**src/hw/rtl/keyed_length_histogram_core_assert.svh**
```systemverilog
// Assertion macros for the keyed length histogram core.
// Included by the top level; depends on nothing else.
`ifndef KEYED_LENGTH_HISTOGRAM_CORE_ASSERT_SVH
`define KEYED_LENGTH_HISTOGRAM_CORE_ASSERT_SVH

// Same-cycle implication, disabled during reset.
`define KLH_ASSERT_NOW(label, clk, rst, ante, cons) \
   label: assert property (@(posedge clk) disable iff (rst) (ante) |-> (cons)) \
      else $error("assertion failed");

// Next-cycle implication, disabled during reset.
`define KLH_ASSERT_NEXT(label, clk, rst, ante, cons) \
   label: assert property (@(posedge clk) disable iff (rst) (ante) |=> (cons)) \
      else $error("assertion failed");

`endif

```
**src/hw/rtl/khist_div.sv**
```systemverilog
// Restoring divider, one quotient bit per cycle.
// Depends on nothing but its ports.
`default_nettype none
module khist_div (
   input  wire logic        clock,
   input  wire logic        reset,
   input  wire logic        start,
   input  wire logic [31:0] dividend,
   input  wire logic [15:0] divisor,
   output logic             done,
   output logic [31:0]      quotient
);
   logic [15:0] rem_ff, rem_in;
   logic [31:0] quot_ff, quot_in;
   logic [15:0] dvs_ff, dvs_in;
   logic [5:0]  cnt_ff, cnt_in;
   logic        busy_ff, busy_in;
   logic        done_ff, done_in;
   logic [16:0] shifted;
   logic [16:0] diff;

   always_comb begin
      rem_in  = rem_ff;
      quot_in = quot_ff;
      dvs_in  = dvs_ff;
      cnt_in  = cnt_ff;
      busy_in = busy_ff;
      done_in = 1'b0;
      shifted = {rem_ff, quot_ff[31]};
      diff    = shifted - {1'b0, dvs_ff};
      if (start) begin
         rem_in  = '0;
         quot_in = dividend;
         dvs_in  = divisor;
         cnt_in  = '0;
         busy_in = 1'b1;
      end else if (busy_ff) begin
         // The partial remainder stays below the divisor, so 16 bits hold it.
         if (shifted >= {1'b0, dvs_ff}) begin
            rem_in  = diff[15:0];
            quot_in = {quot_ff[30:0], 1'b1};
         end else begin
            rem_in  = shifted[15:0];
            quot_in = {quot_ff[30:0], 1'b0};
         end
         cnt_in = cnt_ff + 6'd1;
         if (cnt_ff == 6'd31) begin
            busy_in = 1'b0;
            done_in = 1'b1;
         end
      end
   end

   always_ff @(posedge clock) begin
      rem_ff  <= rem_in;
      quot_ff <= quot_in;
      dvs_ff  <= dvs_in;
      cnt_ff  <= cnt_in;
      if (reset) begin
         busy_ff <= 1'b0;
         done_ff <= 1'b0;
      end else begin
         busy_ff <= busy_in;
         done_ff <= done_in;
      end
   end

   assign done     = done_ff;
   assign quotient = quot_ff;
endmodule
`default_nettype wire

```
**config.mk**
```make
export PLATFORM = sky130hd
export DESIGN_NAME = khist_div
export DESIGN_NICKNAME = d
export VERILOG_FILES = /design/src/hw/rtl/keyed_length_histogram_core_assert.svh /design/src/hw/rtl/khist_div.sv
export SDC_FILE = /design/constraint.sdc
export NUM_CORES = 1
export LEC_CHECK = 0
export BUFFER_PORTS_ARGS = -buffer_cell sky130_fd_sc_hd__buf_2
export CAP_MARGIN = 15
export CORE_MARGIN = 2
export CORE_UTILIZATION = 59
export CTS_CLUSTER_DIAMETER = 200
export CTS_CLUSTER_SIZE = 20
export DETAILED_ROUTE_END_ITERATION = 12
export GPL_ROUTABILITY_DRIVEN = 1
export GPL_TIMING_DRIVEN = 0
export PLACE_DENSITY_LB_ADDON = 0.15
export SLEW_MARGIN = 20
export SYNTH_ARGS = -nofsm -noshare
export SYNTH_HDL_FRONTEND = slang
export SYNTH_SLANG_ARGS = --single-unit
```
**constraint.sdc**
```tcl
create_clock -name clock -period 4.5 [get_ports clock]
set_clock_uncertainty 0.2 [all_clocks]
set_input_delay 0.45 -clock clock [delete_from_list [all_inputs] [get_ports clock]]
set_output_delay 0.45 -clock clock [all_outputs]
set_load 0.005 [all_outputs]
```
==> results by group <==
Critical path
  – Critical-path top delay cell: sky130_fd_sc_hd__or4_1
  – Kind of critical path: reg -> reg
  – Last element of the critical path: rem_ff[11]$_SDFFE_PP0P_
  – Endpoint of the worst register-to-register path: rem_ff[11]$_SDFFE_PP0P_
  – Critical path, cell by cell: inv_1 -> ha_1 -> buf_4 -> nand4_1 -> or4_1 -> and4_4 -> a31oi_1 -> buf_2 -> nand3_1 -> a311oi_1
  – Element type at the critical path end: flip-flop
  – Worst r2r src: dvs_ff[9]$_DFFE_PP_
  – Kind of cell adding the most delay to the critical path: simple AND/OR/NAND/NOR gates
  – Number of cell instances on the worst register-to-register path: 10
  – Start point of the critical path: dvs_ff[9]$_DFFE_PP_
  – Worst R2R Setup Slack: roughly 1.6 ns
  – Largest stage delay, worst path: roughly 0.56 ns
  – Worst Setup Start Kind: flip-flop
  – CP required: approximately 4.6 ns
  – Worst-path maximum fanout: 10
  – Buffers and inverters on the worst path: 3
  – Total number of cells along the worst setup path: 10
  – Data arrival time of the critical path: about 3.0 ns

Place
  – Worst setup timing slack at the placement stage: 1.44 ns
  – Number of port buffers: 83
  – Dpl cells: between 500 and 600
  – Detailed placement HPWL: about 6200 um
  – Final GP Congestion: between 0.9 and 1
  – Area post-placement: 4360 um^2

Die
  – Number of standard-cell rows in the floorplan: 29
  – Placeable core region: 6310 um^2
  – DIE WIDTH: approximately 85 um
  – Die Ht: 84.8 um
  – Total die area: 7190 um^2
  – Num ports: 84
  – Initial Utilization: roughly three fifths

Pwr
  – Power density normalized to cell area: 373 nW/um^2
  – Leakage component of the power: ~1.9 nW
  – Maximum vdd ir drop: 0.000230 V

Drt
  – Overall routed net length: ~8500 um
  – Top layer in use: met4
  – Total via count in the routed design: 3129
  – Detailed-router iteration count before antenna repair: 5
  – DRT iter0 DRCs: between 200 and 250
  – Met2 Wirelength: 3900 um
  – Number of remaining DRC errors: 0
  – Post-route antenna net violation count: 0
  – Vias/cell: between 5 and 6
  – Metal3 WL: around 630 um
  – Metal-1 WL: 3830 um
  – WL per Instance: 15.9 um

Timing
  – Setup violation total in the final timing report: 0
  – Accumulated negative setup slack: 0 ns
  – Setup ws final: 1.56 ns
  – Transition time at the pin with the least slew margin: ~0.74 ns
  – Period utilisation layout: 65.4%
  – Number of failing hold endpoints at the final stage: 0
  – Hold slack final: just over 0.06 ns
  – Number of slew-limit violations in the final report: 0
  – Upper clock frequency limit: 340 MHz
  – Crit path time final: 2.94 ns
  – Max-slew headroom at the worst pin: roughly half
  – Setup repair after global routing missed its margin: false

Synthesis
  – Number of warnings issued by yosys: 0
  – Flip-flop cell with the highest count after synthesis: sky130_fd_sc_hd__edfxtp_1
  – Number of nets produced by synthesis: 430
  – Number of enable flip-flop cells after synthesis: 48
  – Mean Syn Cell Area: 10.7 um^2
  – Register bit total from synthesis: 72
  – Number of distinct library cells after synthesis: 52
  – Number of standard cells after synthesis: 361
  – Area of the mapped netlist: 3850 um^2
  – Proportion of register bits with asynchronous set or reset after synthesis: 0%
  – Post-synthesis sequential area ratio: 49.9%

Clock tree
  – Number of buffers inserted during clock tree synthesis: 9
  – # hold bufs at CTS: 0
  – Clock Pin Slew Worst Setup and Hold Paths: approximately 0.080 ns
  – Post-CTS Setup Bufs: 0
  – TritonCTS clock tree: yes
  – Clock tree sinks: slightly above 70
  – Number of cells upsized or downsized after cts: 0
  – CTS H-Tree Depth: 3
  – Root cell of the clock tree: sky130_fd_sc_hd__clkbuf_8
  – Number of buffers on the longest clock path: 2
  – Later-pin clock latency in the skew report: 0.35 ns

Final layout
  – Number of fill cells: 504
  – Most frequent cells in the layout: 87 x sky130_fd_sc_hd__buf_2, 48 x sky130_fd_sc_hd__edfxtp_1, 31 x sky130_fd_sc_hd__mux2_2, 31 x sky130_fd_sc_hd__nor2_1, 31 x sky130_fd_sc_hd__nand2_1
  – Leading cell type in the layout, fill and taps excluded: sky130_fd_sc_hd__buf_2
  – Area delta synth->final: 18.9%
  – Share of post-route cells with drive strength above 1: 30.9%
  – Non-filler instance count after layout: 537
  – Number of antenna diodes: 0
  – Final-stage net count: 524
  – Final standard cell area without fillers: 4580 um^2

Hold path
  – Classification of the worst-slack hold path: in -> reg

GRT
  – Global-route wire length before repair: 14300 um
  – Maximum number of pins on one net before global-route repair: 33
  – Total grt overflow: 0
  – Number of antenna violations at the first check in global routing: 0
  – Tot GR Track Use: 25.1%
  – Vias in the first global route: around 3000

Run
  – Number of max-cap violations: 0

Status
  – Outcome: completed
## report_power, final
part | leakage, nW | switching (mW) | total [mW] | internal [mW]
Sequential | 0.675 | 0.0309 | 0.802 | 0.772
Combinational | 1.13 | 0.194 | 0.354 | 0.160
Clock | 0.112 | 0.246 | 0.551 | 0.306
Total | 1.91 | 0.471 | 1.71 | 1.24
## per-stage QoR
step	utilization, %	power (mW)
2_1_floorplan	-	1.05
3_3_place_gp	69.1	1.16
3_5_place_dp	69.1	1.16
4_1_cts	72.5	1.72
5_1_grt	72.5	1.79
6_report	72.5	1.71
## worst min path at each step
stage,cells after the start,end,startpoint,slack [ns]
finish,2,busy_ff$_SDFF_PP0_,reset,0.06
global route,1,dvs_ff[7]$_DFFE_PP_,divisor[7],0.05
floorplan,2,cnt_ff[5]$_SDFFE_PP0P_,cnt_ff[5]$_SDFFE_PP0P_,0.25
CTS,2,busy_ff$_SDFF_PP0_,reset,0.05
detailed placement,2,cnt_ff[5]$_SDFFE_PP0P_,cnt_ff[5]$_SDFFE_PP0P_,0.28
global placement,2,cnt_ff[5]$_SDFFE_PP0P_,cnt_ff[5]$_SDFFE_PP0P_,0.27
## final cells by class
cell class	count	area, um^2	share of cell area, %
repair buffers	83	415	9.07
multi-input cells	247	1750	38.2
plain buffers	20	96.3	2.10
clock inverters	4	50.0	1.09
well taps	77	96.3	2.10
inverters	22	82.6	1.80
clock buffers	12	166	3.63
flip-flops and latches	72	1920	42.0
## metal layers
layer | track usage (%) | vias up
met5 | 0 | -
li1 | - | 1523
met4 | 7.50 | 0
met1 | 33.9 | 1466
met2 | 38.7 | 126
met3 | 8.55 | 14
## worst register-to-register path, stage by stage (launching register included)
cell and delay (ns):
sky130_fd_sc_hd__edfxtp_1 0.33, sky130_fd_sc_hd__inv_1 0.04, sky130_fd_sc_hd__ha_1 0.26, sky130_fd_sc_hd__buf_4 0.15
sky130_fd_sc_hd__nand4_1 0.16, sky130_fd_sc_hd__or4_1 0.56, sky130_fd_sc_hd__and4_4 0.17, sky130_fd_sc_hd__a31oi_1 0.29
sky130_fd_sc_hd__buf_2 0.31, sky130_fd_sc_hd__nand3_1 0.12, sky130_fd_sc_hd__a311oi_1 0.27
## registers in the layout, indices dropped and copies added (netlist names)
name / cells
cnt_ff: 6
done: 1
quotient: 32
rem_ff: 16
busy_ff: 1
dvs_ff: 16
## cell usage after synthesis, types with 8 or more instances
master                     number  area, um^2
sky130_fd_sc_hd__a21oi_1       19        95.1
sky130_fd_sc_hd__a311oi_1      10        87.6
sky130_fd_sc_hd__clkbuf_1      11        41.3
sky130_fd_sc_hd__dfxtp_1       24         480
sky130_fd_sc_hd__edfxtp_1      48        1440
sky130_fd_sc_hd__ha_1          17         213
sky130_fd_sc_hd__inv_1         22        82.6
sky130_fd_sc_hd__mux2_2        31         349
sky130_fd_sc_hd__nand2_1       31         116
sky130_fd_sc_hd__nand2b_1       9        56.3
sky130_fd_sc_hd__nand3_1       10        50.1
sky130_fd_sc_hd__nand4_1        8        50.1
sky130_fd_sc_hd__nor2_1        31         116
sky130_fd_sc_hd__o21ai_0       14        70.1
## cell families after synthesis
kind of cell / synth area share [%]
adders and majority gates: 6.04
xor gates and xnor gates: 2.50
AOI/OAI and AO/OA: 13.9
muxes: 9.72
DFF: 49.9
buffers and inverters: 4.65
and+or+nand+nor: 13.2
Power figures use the tool's default switching activity.
