==> src/hw/rtl/keyed_length_histogram_core_assert.svh <==
// Assertion macros for the keyed length histogram core.
// Included by the top level; depends on nothing else.
`ifndef KEYED_LENGTH_HISTOGRAM_CORE_ASSERT_SVH
`define KEYED_LENGTH_HISTOGRAM_CORE_ASSERT_SVH

// Same-cycle implication, disabled during reset.
`define KLH_ASSERT_NOW(label, clk, rst, ante, cons) \
   label: assert property (@(posedge clk) disable iff (rst) (ante) |-> (cons)) \
      else $error("assertion failed");

// Next-cycle implication, disabled during reset.
`define KLH_ASSERT_NEXT(label, clk, rst, ante, cons) \
   label: assert property (@(posedge clk) disable iff (rst) (ante) |=> (cons)) \
      else $error("assertion failed");

`endif

==> src/hw/rtl/khist_pkg.sv <==
// Package for the keyed length histogram: payload structs, status codes,
// the token that walks the cell chain, and constants. Depends on nothing.
`default_nettype none
package khist_pkg;

   localparam int DEFAULT_TABLE_ENTRIES = 256;
   localparam int SLOT_W                = 16;
   localparam logic [31:0] BIN_LIMIT     = 32'h0000_FFFF;
   localparam logic [15:0] BIN_SATURATED = 16'hFFFE;

   localparam logic CMD_ADD  = 1'b0;
   localparam logic CMD_READ = 1'b1;

   localparam logic [1:0] CSR_BIN_WIDTH = 2'd0;

   typedef enum logic [2:0] {
      ST_ADDED    = 3'd0,
      ST_NEW      = 3'd1,
      ST_REJECTED = 3'd2,
      ST_FULL     = 3'd3,
      ST_READ_OK  = 3'd4,
      ST_EMPTY    = 3'd5
   } status_type;

   typedef struct packed {
      logic               cmd;
      logic [7:0]         mode;
      logic [7:0]         purpose_a;
      logic [7:0]         purpose_b;
      logic signed [31:0] length;
      logic signed [31:0] trip_count;
      logic [7:0]         read_slot;
   } req_type;

   typedef struct packed {
      logic [2:0]         status;
      logic [7:0]         slot;
      logic [7:0]         entry_mode;
      logic [7:0]         purpose_low;
      logic [7:0]         purpose_high;
      logic [15:0]        length_bin;
      logic signed [31:0] total;
   } rsp_type;

   // Transaction token handed from cell to cell.
   typedef struct packed {
      logic              valid;
      logic              cmd;
      logic [39:0]       key;
      logic [31:0]       cnt;
      logic [7:0]        req_slot;
      logic              found;
      logic              is_new;
      logic [SLOT_W-1:0] slot;
      logic [31:0]       total;
   } token_type;

endpackage
`default_nettype wire

==> src/hw/rtl/khist_cell.sv <==
// One table cell: holds one entry's key and total and passes the token on.
// Depends on khist_pkg.
`default_nettype none
module khist_cell #(
   parameter int INDEX  = 0,
   parameter int USED_W = 9
) (
   input  wire logic                  clock,
   input  wire logic                  reset,
   input  wire logic [USED_W-1:0]     used_i,
   input  wire khist_pkg::token_type  tok_i,
   output khist_pkg::token_type       tok_o
);
   import khist_pkg::*;

   localparam logic [USED_W-1:0] IDX  = USED_W'(INDEX);
   localparam logic [SLOT_W-1:0] SIDX = SLOT_W'(INDEX);

   logic [39:0] key_ff, key_in;
   logic [31:0] total_ff, total_in;
   token_type   tok_ff, tok_in;
   logic        filled, at_end;
   logic [31:0] sum;

   always_comb begin
      filled   = IDX < used_i;
      at_end   = IDX == used_i;
      sum      = total_ff + tok_i.cnt;
      key_in   = key_ff;
      total_in = total_ff;
      tok_in   = tok_i;
      if (tok_i.valid && !tok_i.found) begin
         if (tok_i.cmd == CMD_ADD) begin
            if (filled && key_ff == tok_i.key) begin
               total_in     = sum;
               tok_in.found = 1'b1;
               tok_in.slot  = SIDX;
               tok_in.total = sum;
            end else if (at_end) begin
               key_in        = tok_i.key;
               total_in      = tok_i.cnt;
               tok_in.found  = 1'b1;
               tok_in.is_new = 1'b1;
               tok_in.slot   = SIDX;
               tok_in.total  = tok_i.cnt;
            end
         end else if (filled && {8'd0, tok_i.req_slot} == SIDX) begin
            tok_in.found = 1'b1;
            tok_in.slot  = SIDX;
            tok_in.key   = key_ff;
            tok_in.total = total_ff;
         end
      end
      // Reset empties the chain.
      if (reset) begin
         tok_in.valid = 1'b0;
      end
   end

   always_ff @(posedge clock) begin
      key_ff   <= key_in;
      total_ff <= total_in;
      tok_ff   <= tok_in;
   end

   assign tok_o = tok_ff;
endmodule
`default_nettype wire

==> config.mk <==
export PLATFORM = sky130hd
export DESIGN_NAME = khist_cell
export DESIGN_NICKNAME = d
export VERILOG_FILES = /design/src/hw/rtl/keyed_length_histogram_core_assert.svh /design/src/hw/rtl/khist_pkg.sv /design/src/hw/rtl/khist_cell.sv
export SDC_FILE = /design/constraint.sdc
export NUM_CORES = 1
export LEC_CHECK = 0
export ABC_CLOCK_PERIOD_IN_PS = 3600
export BUFFER_PORTS_ARGS = -buffer_cell sky130_fd_sc_hd__buf_2
export CAP_MARGIN = 10
export CORE_MARGIN = 2
export CORE_UTILIZATION = 52
export DETAILED_ROUTE_END_ITERATION = 16
export PLACE_DENSITY_LB_ADDON = 0.1
export SYNTH_ARGS = -nofsm -noshare
export SYNTH_HDL_FRONTEND = slang
export SYNTH_SLANG_ARGS = --single-unit
==> constraint.sdc <==
create_clock -name clock -period 3.6 [get_ports clock]
set_input_delay 0 -clock clock [delete_from_list [all_inputs] [get_ports clock]]
set_output_delay 0 -clock clock [all_outputs]
set_load 0.01 [all_outputs]
==> results.json, run 1 <==
{
  "initial_utilization": 0.528,
  "finalSetupTns_ns": 0,
  "postSynthAreaPerCell_um2": 10.8,
  "hold_viol_final": 0,
  "crit_top_cell": "o21ai_0",
  "critPathMaxFanout": 3,
  "fin_skew_ns": 0.0148,
  "finalMaxSlewViolations": 0,
  "critPathLaunch": "total_ff[0]",
  "routed_wl_mm": 28.3,
  "rsz0062_at_grt": "false",
  "ys_top_cells_by_count": "dfxtp_1, nand2_1, edfxtp_1, mux2_2, a21oi_1",
  "multi_input_area_um2": 4450,
  "worst_pin_slew_ns": 0.828,
  "synth_most_common_cell": "dfxtp_1",
  "rows": 49,
  "crit_type": "reg -> reg",
  "slowest_delay_ns": 0.52,
  "cts.hold.buffers_added": 132,
  "drive_above_1_share": 0.316,
  "fillCellCount": 1249,
  "ir_worst_vdd_mv": 0.413,
  "post_cts_buffers": 0,
  "vias_per_cell": 5.61,
  "r2r-start": "total_ff[0]",
  "cts-root-buf": "clkbuf_16",
  "p_leak_nw": 5.63,
  "antenna_found_initial": 0,
  "syn_inst": 873,
  "arrival_ns": 3.42,
  "path_clk_slew_ns": 0.06,
  "worstHoldStart": "tok_i[130]",
  "dieArea_um2": 19300,
  "drc": 0,
  "synth_area_um2": 9450,
  "drtPass1Iterations": 5,
  "io_buffers": 274,
  "min_path_type": "in -> reg",
  "clk_latency_ns": 0.52,
  "grt_pass1_wl_mm": 45.0,
  "die_y_um": 139,
  "cts_made_buffers": 23,
  "ctsResizeCount": 0,
  "overflow": 0,
  "synth_cell_types": 70,
  "cts_sinks": 204,
  "cts_htree_levels": 1,
  "finalNetCount": 1455,
  "routed-via-count": 8564,
  "worstSetupEndpointType": "flop",
  "status": "complete, no violations",
  "grt_usage": 0.285,
  "drv_cap": 0,
  "slowest_stage": "a211oi_1",
  "crit_chain": "ha_1 -> fa_1 -> a21oi_1 -> o21ai_0 -> a211oi_1 -> o21ai_0 -> a21boi_0 -> xnor2_1 -> mux2_2",
  "final_util": 0.736,
  "grt_pass1_vias": 8879,
  "core-area_um2": 17900,
  "grt_max_degree": 42,
  "die_w_um": 139,
  "synth_edf_count": 72,
  "gp_congestion": 0.899,
  "wl_per_cell_um": 18.6,
  "seq_area_frac_synth": 0.509,
  "ys.flop_type": "dfxtp_1",
  "syn2layout_area_growth_pct": 39.4,
  "clock.fmax_mhz": 317,
  "slew_headroom": 0.448,
  "min_period_ns": 3.16,
  "cp-start-kind": "flop",
  "seq_area_um2": 4800,
  "worst_slack_ns": 0.443,
  "fin_crit_sh": 0.877,
  "p_per_area_nw_per_um2": 426,
  "ys_top_cells_by_area": "dfxtp_1, edfxtp_1, mux2_2",
  "setup-violations-final": 0,
  "ys.warnings.count": 0,
  "ant_nets": 0,
  "syn_nets": 1048,
  "cp_top_family": "compound AO/OA/AOI/OAI gates",
  "clock_path_buffers": 3,
  "preCtsSetupSlack_ns": 0.557,
  "n_antenna_cell": 0,
  "synth_top_area_share": 0.280,
  "dp_hpwl_mm": 17.9,
  "crit_buf_inv": 0,
  "cts_tree": "yes",
  "pin_count": 275,
  "cp.required_ns": 3.87,
  "synth_top_area_cell": "dfxtp_1",
  "drtIter0Drc": 397,
  "synthArstFlopShare": 0,
  "yosys_register_bits": 204
}
-- worst reg2reg max path, stage by stage, from the launching register on --
cell      delay (ns)
edfxtp_1        0.41
ha_1            0.24
fa_1            0.40
a21oi_1         0.19
o21ai_0         0.21
a211oi_1        0.52
o21ai_0         0.26
a21boi_0        0.30
xnor2_1         0.11
mux2_2          0.26
-- power by group --
part / internal, mW / leakage [nW] / switching, mW
Sequential: 2.48 / 1.76 / 0.0249
Clock: 1.39 / 0.377 / 0.971
Combinational: 0.372 / 3.49 / 0.372
Total: 4.24 / 5.63 / 1.37
-- registers in the layout, summed over array words and instances (netlist names) --
register	count
tok_o	132
key_ff	40
total_ff	32
-- metrics by stage --
step | hold WS, ns | cells | area (um^2) | power [mW]
after floorplan | 0.0277 | 873 | 9450 | 2.88
after global placement | 0.117 | 1352 | 11100 | 3.15
after detailed placement | 0.119 | 1352 | 11100 | 3.16
after CTS | 0.0251 | 1526 | 13200 | 5.63
after global routing | 0.0406 | 1526 | 13200 | 5.81
final | 0.0384 | 1526 | 13200 | 5.61
-- final cells by class --
type / instances / share of cell area
Clock buffer: 28 / 0.0474
Clock inverter: 14 / 0.0113
Inverter: 10 / 0.00285
Multi-Input combinational cell: 618 / 0.338
Sequential cell: 204 / 0.365
Tap cell: 229 / 0.0218
Timing Repair Buffer: 423 / 0.214
-- kinds of logic after synthesis --
family,Yosys count,share of synthesized area
adder cells (fa/ha/maj),32,0.0432
XOR/XNOR,63,0.0584
AO/OA/AOI/OAI,225,0.161
buffers and inverters,51,0.0223
flip-flops,204,0.509
multiplexers,77,0.0892
AND/OR/NAND/NOR,221,0.117
-- final timing paths --
check,cells past startpoint,slack [ns],end
setup / recovery,9,0.44,total_ff[18]
hold / removal,1,0.04,tok_o[130]
setup reg to reg,9,0.44,total_ff[18]
hold reg to reg,1,0.52,tok_o[106]
-- cell usage in the layout (no fill, tap or decap), types with 19 or more instances in the layout --
cell type	instances
a21o_1	19
a21oi_1	51
and2_1	21
buf_2	274
clkbuf_16	23
dfxtp_1	132
dlygate4sd3_1	132
edfxtp_1	72
ha_1	31
mux2_2	57
mux2i_1	20
nand2_1	78
nor2_1	35
o21ai_0	43
o22ai_1	32
xnor2_1	22
xor2_1	41
-- layer usage --
| metal | wire (um) | vias to the layer above | track usage |
|---|---|---|---|
| met3 | 1840 | 82 | 0.0546 |
| met4 | 858 | 0 | 0.105 |
| li1 | - | 4073 | - |
| met5 | 0 | - | 0 |
| met2 | 14400 | 363 | 0.512 |
| met1 | 11300 | 4046 | 0.340 |
No activity file was read; power rests on OpenSTA's default activity.
==> run 2: changes to the inputs <==
CELL_PAD_IN_SITES_DETAIL_PLACEMENT = 1   (was unset)
CELL_PAD_IN_SITES_GLOBAL_PLACEMENT = 1   (was unset)
CORE_UTILIZATION = 41   (was 52)
CTS_BUF_LIST = sky130_fd_sc_hd__clkbuf_4   (was unset)
==> results.json, run 2 (synthesis results as in run 1) <==
{
  "status": "complete, no violations",
  "ant_nets": 0,
  "worstSetupEndpointType": "flop",
  "dieArea_um2": 24300,
  "post_cts_buffers": 0,
  "syn2layout_area_growth_pct": 44.5,
  "layout_common_cells": "buf_2, dlygate4sd3_1, dfxtp_1, clkbuf_4, nand2_1",
  "hold_viol_final": 0,
  "r2r-end": "tok_o[31]",
  "worst_pin_slew_ns": 0.904,
  "rsz0062_at_grt": "false",
  "crit_type": "reg -> reg",
  "largest_register_ffs": 132,
  "routed-via-count": 9024,
  "drv_cap": 0,
  "rows": 55,
  "grt_max_degree": 41,
  "drtIter0Drc": 479,
  "p_sw_mw": 1.46,
  "path_clk_slew_ns": 0.08,
  "design_area_um2": 13600,
  "final_common_cell": "buf_2",
  "pin_count": 275,
  "slowest_delay_ns": 0.56,
  "setup-violations-final": 0,
  "drtPass1Iterations": 5,
  "power.share.sequential": 0.455,
  "cp_top_family": "compound AO/OA/AOI/OAI gates",
  "p_per_area_nw_per_um2": 402,
  "crit_chain": "ha_1 -> nand2_1 -> or3b_4 -> a21oi_4 -> o21ai_2 -> o211ai_2 -> a21o_1 -> mux2i_1 -> o311a_1 -> dlygate4sd3_1",
  "cp.required_ns": 4.15,
  "rr_worst_depth": 10,
  "arrival_ns": 3.94,
  "initial_utilization": 0.417,
  "grt_usage": 0.281,
  "worstHoldStart": "tok_i[59]",
  "drc": 0,
  "vias_per_cell": 5.35,
  "slowest_stage": "dlygate4sd3_1",
  "critPathMaxFanout": 4,
  "fin_skew_ns": 0.0407,
  "finalNetCount": 1530,
  "gp_congestion": 0.874,
  "r2r-start": "total_ff[3]",
  "fin_crit_sh": 0.942,
  "min_period_ns": 3.39,
  "ff2ff_setup_slack_ns": 0.21,
  "pwr-share-comb": 0.147,
  "cts_made_buffers": 56,
  "cts_htree_levels": 2,
  "grt_pass1_wl_mm": 53.3,
  "wl_per_cell_um": 20.5,
  "clock_path_buffers": 3,
  "antenna_found_initial": 2,
  "drive_above_1_share": 0.336,
  "ir_worst_vdd_mv": 0.275,
  "core-area_um2": 22600,
  "clk_latency_ns": 0.68,
  "cts_tree": "yes",
  "min_path_type": "in -> reg",
  "overflow": 0,
  "holdPathStages": 2,
  "hold_path_end": "tok_o[59]",
  "cts-root-buf": "clkbuf_4",
  "p_clk_frac": 0.398,
  "io_buffers": 274,
  "dpl_cell_area_um2": 11200,
  "crit_buf_inv": 1,
  "grt_pass1_vias": 9768,
  "p_leak_nw": 5.87,
  "cp-start-kind": "flop",
  "cts_sinks": 204,
  "finalMaxSlewViolations": 0,
  "slew_headroom": 0.397,
  "routed_wl_mm": 34.5,
  "p_sw_frac": 0.266,
  "dp_hpwl_mm": 20.3,
  "clock.fmax_mhz": 295,
  "die_y_um": 156,
  "internal_power_mw": 4.03,
  "finalSetupTns_ns": 0,
  "die_w_um": 156
}
run 2: area by class of cell:
cell class	instances	area [um^2]
sequential	204	4800
tap	285	357
clock inverter	11	52.6
clock buffer	92	691
timing repair buffer	465	3250
antenna	2	5.00
inverter	10	37.5
fill	2503	8990
multi-input combinational	618	4450
run 2: worst max path at each step:
| stage | slack [ns] | to | cells after the start | start |
|---|---|---|---|---|
| after detailed placement | 0.45 | total_ff[18] | 9 | total_ff[0] |
| after global routing | 0.04 | tok_o[31] | 10 | total_ff[6] |
| after CTS | 0.22 | tok_o[31] | 10 | total_ff[6] |
| after global placement | 0.52 | total_ff[18] | 9 | total_ff[0] |
| after floorplan | 0.35 | total_ff[0] | 7 | key_ff[8] |
| final | 0.21 | tok_o[31] | 10 | total_ff[3] |
run 2: layer usage:
| layer | up-vias | wire [um] | track usage |
|---|---|---|---|
| li1 | 4271 | - | - |
| met1 | 4406 | 14400 | 0.342 |
| met2 | 291 | 17600 | 0.512 |
| met3 | 56 | 1830 | 0.0461 |
| met4 | 0 | 734 | 0.0799 |
| met5 | - | 0 | 0 |
run 2: power groups by stage:
stage	combinational [mW]	sequential, mW	clock [mW]
floorplan	0.283	2.60	0
global placement	0.616	2.55	0
detailed placement	0.626	2.55	0
CTS	0.779	2.50	2.21
global route	0.874	2.51	2.36
finish	0.805	2.50	2.19
run 2: per-stage QoR:
| stage | util | total power, mW | hold WS (ns) | instances | worst slack, ns |
|---|---|---|---|---|---|
| detailed placement | 0.493 | 3.17 | 0.121 | 1409 | 0.447 |
| CTS | 0.603 | 5.48 | 0.000212 | 1685 | 0.219 |
| finish | 0.603 | 5.49 | 0.0616 | 1687 | 0.209 |
| global route | 0.603 | 5.74 | 0.0288 | 1687 | 0.0360 |
| global placement | 0.493 | 3.16 | 0.119 | 1409 | 0.520 |
| floorplan | - | 2.88 | 0.0277 | 873 | 0.349 |
run 2: repair_timing:
item                                   CTS  global route
setup endpoints to repair                0             1
endpoints found under the hold margin  204             0
hold buffers                           173             0
resized for setup                        0             1
run 2: worst reg2reg max path, stage by stage, from the launching register on:
cell and delay [ns]:
edfxtp_1 0.41, ha_1 0.37, nand2_1 0.09, or3b_4 0.40, a21oi_4 0.26, o21ai_2 0.15
o211ai_2 0.41, a21o_1 0.22, mux2i_1 0.11, o311a_1 0.31, dlygate4sd3_1 0.56
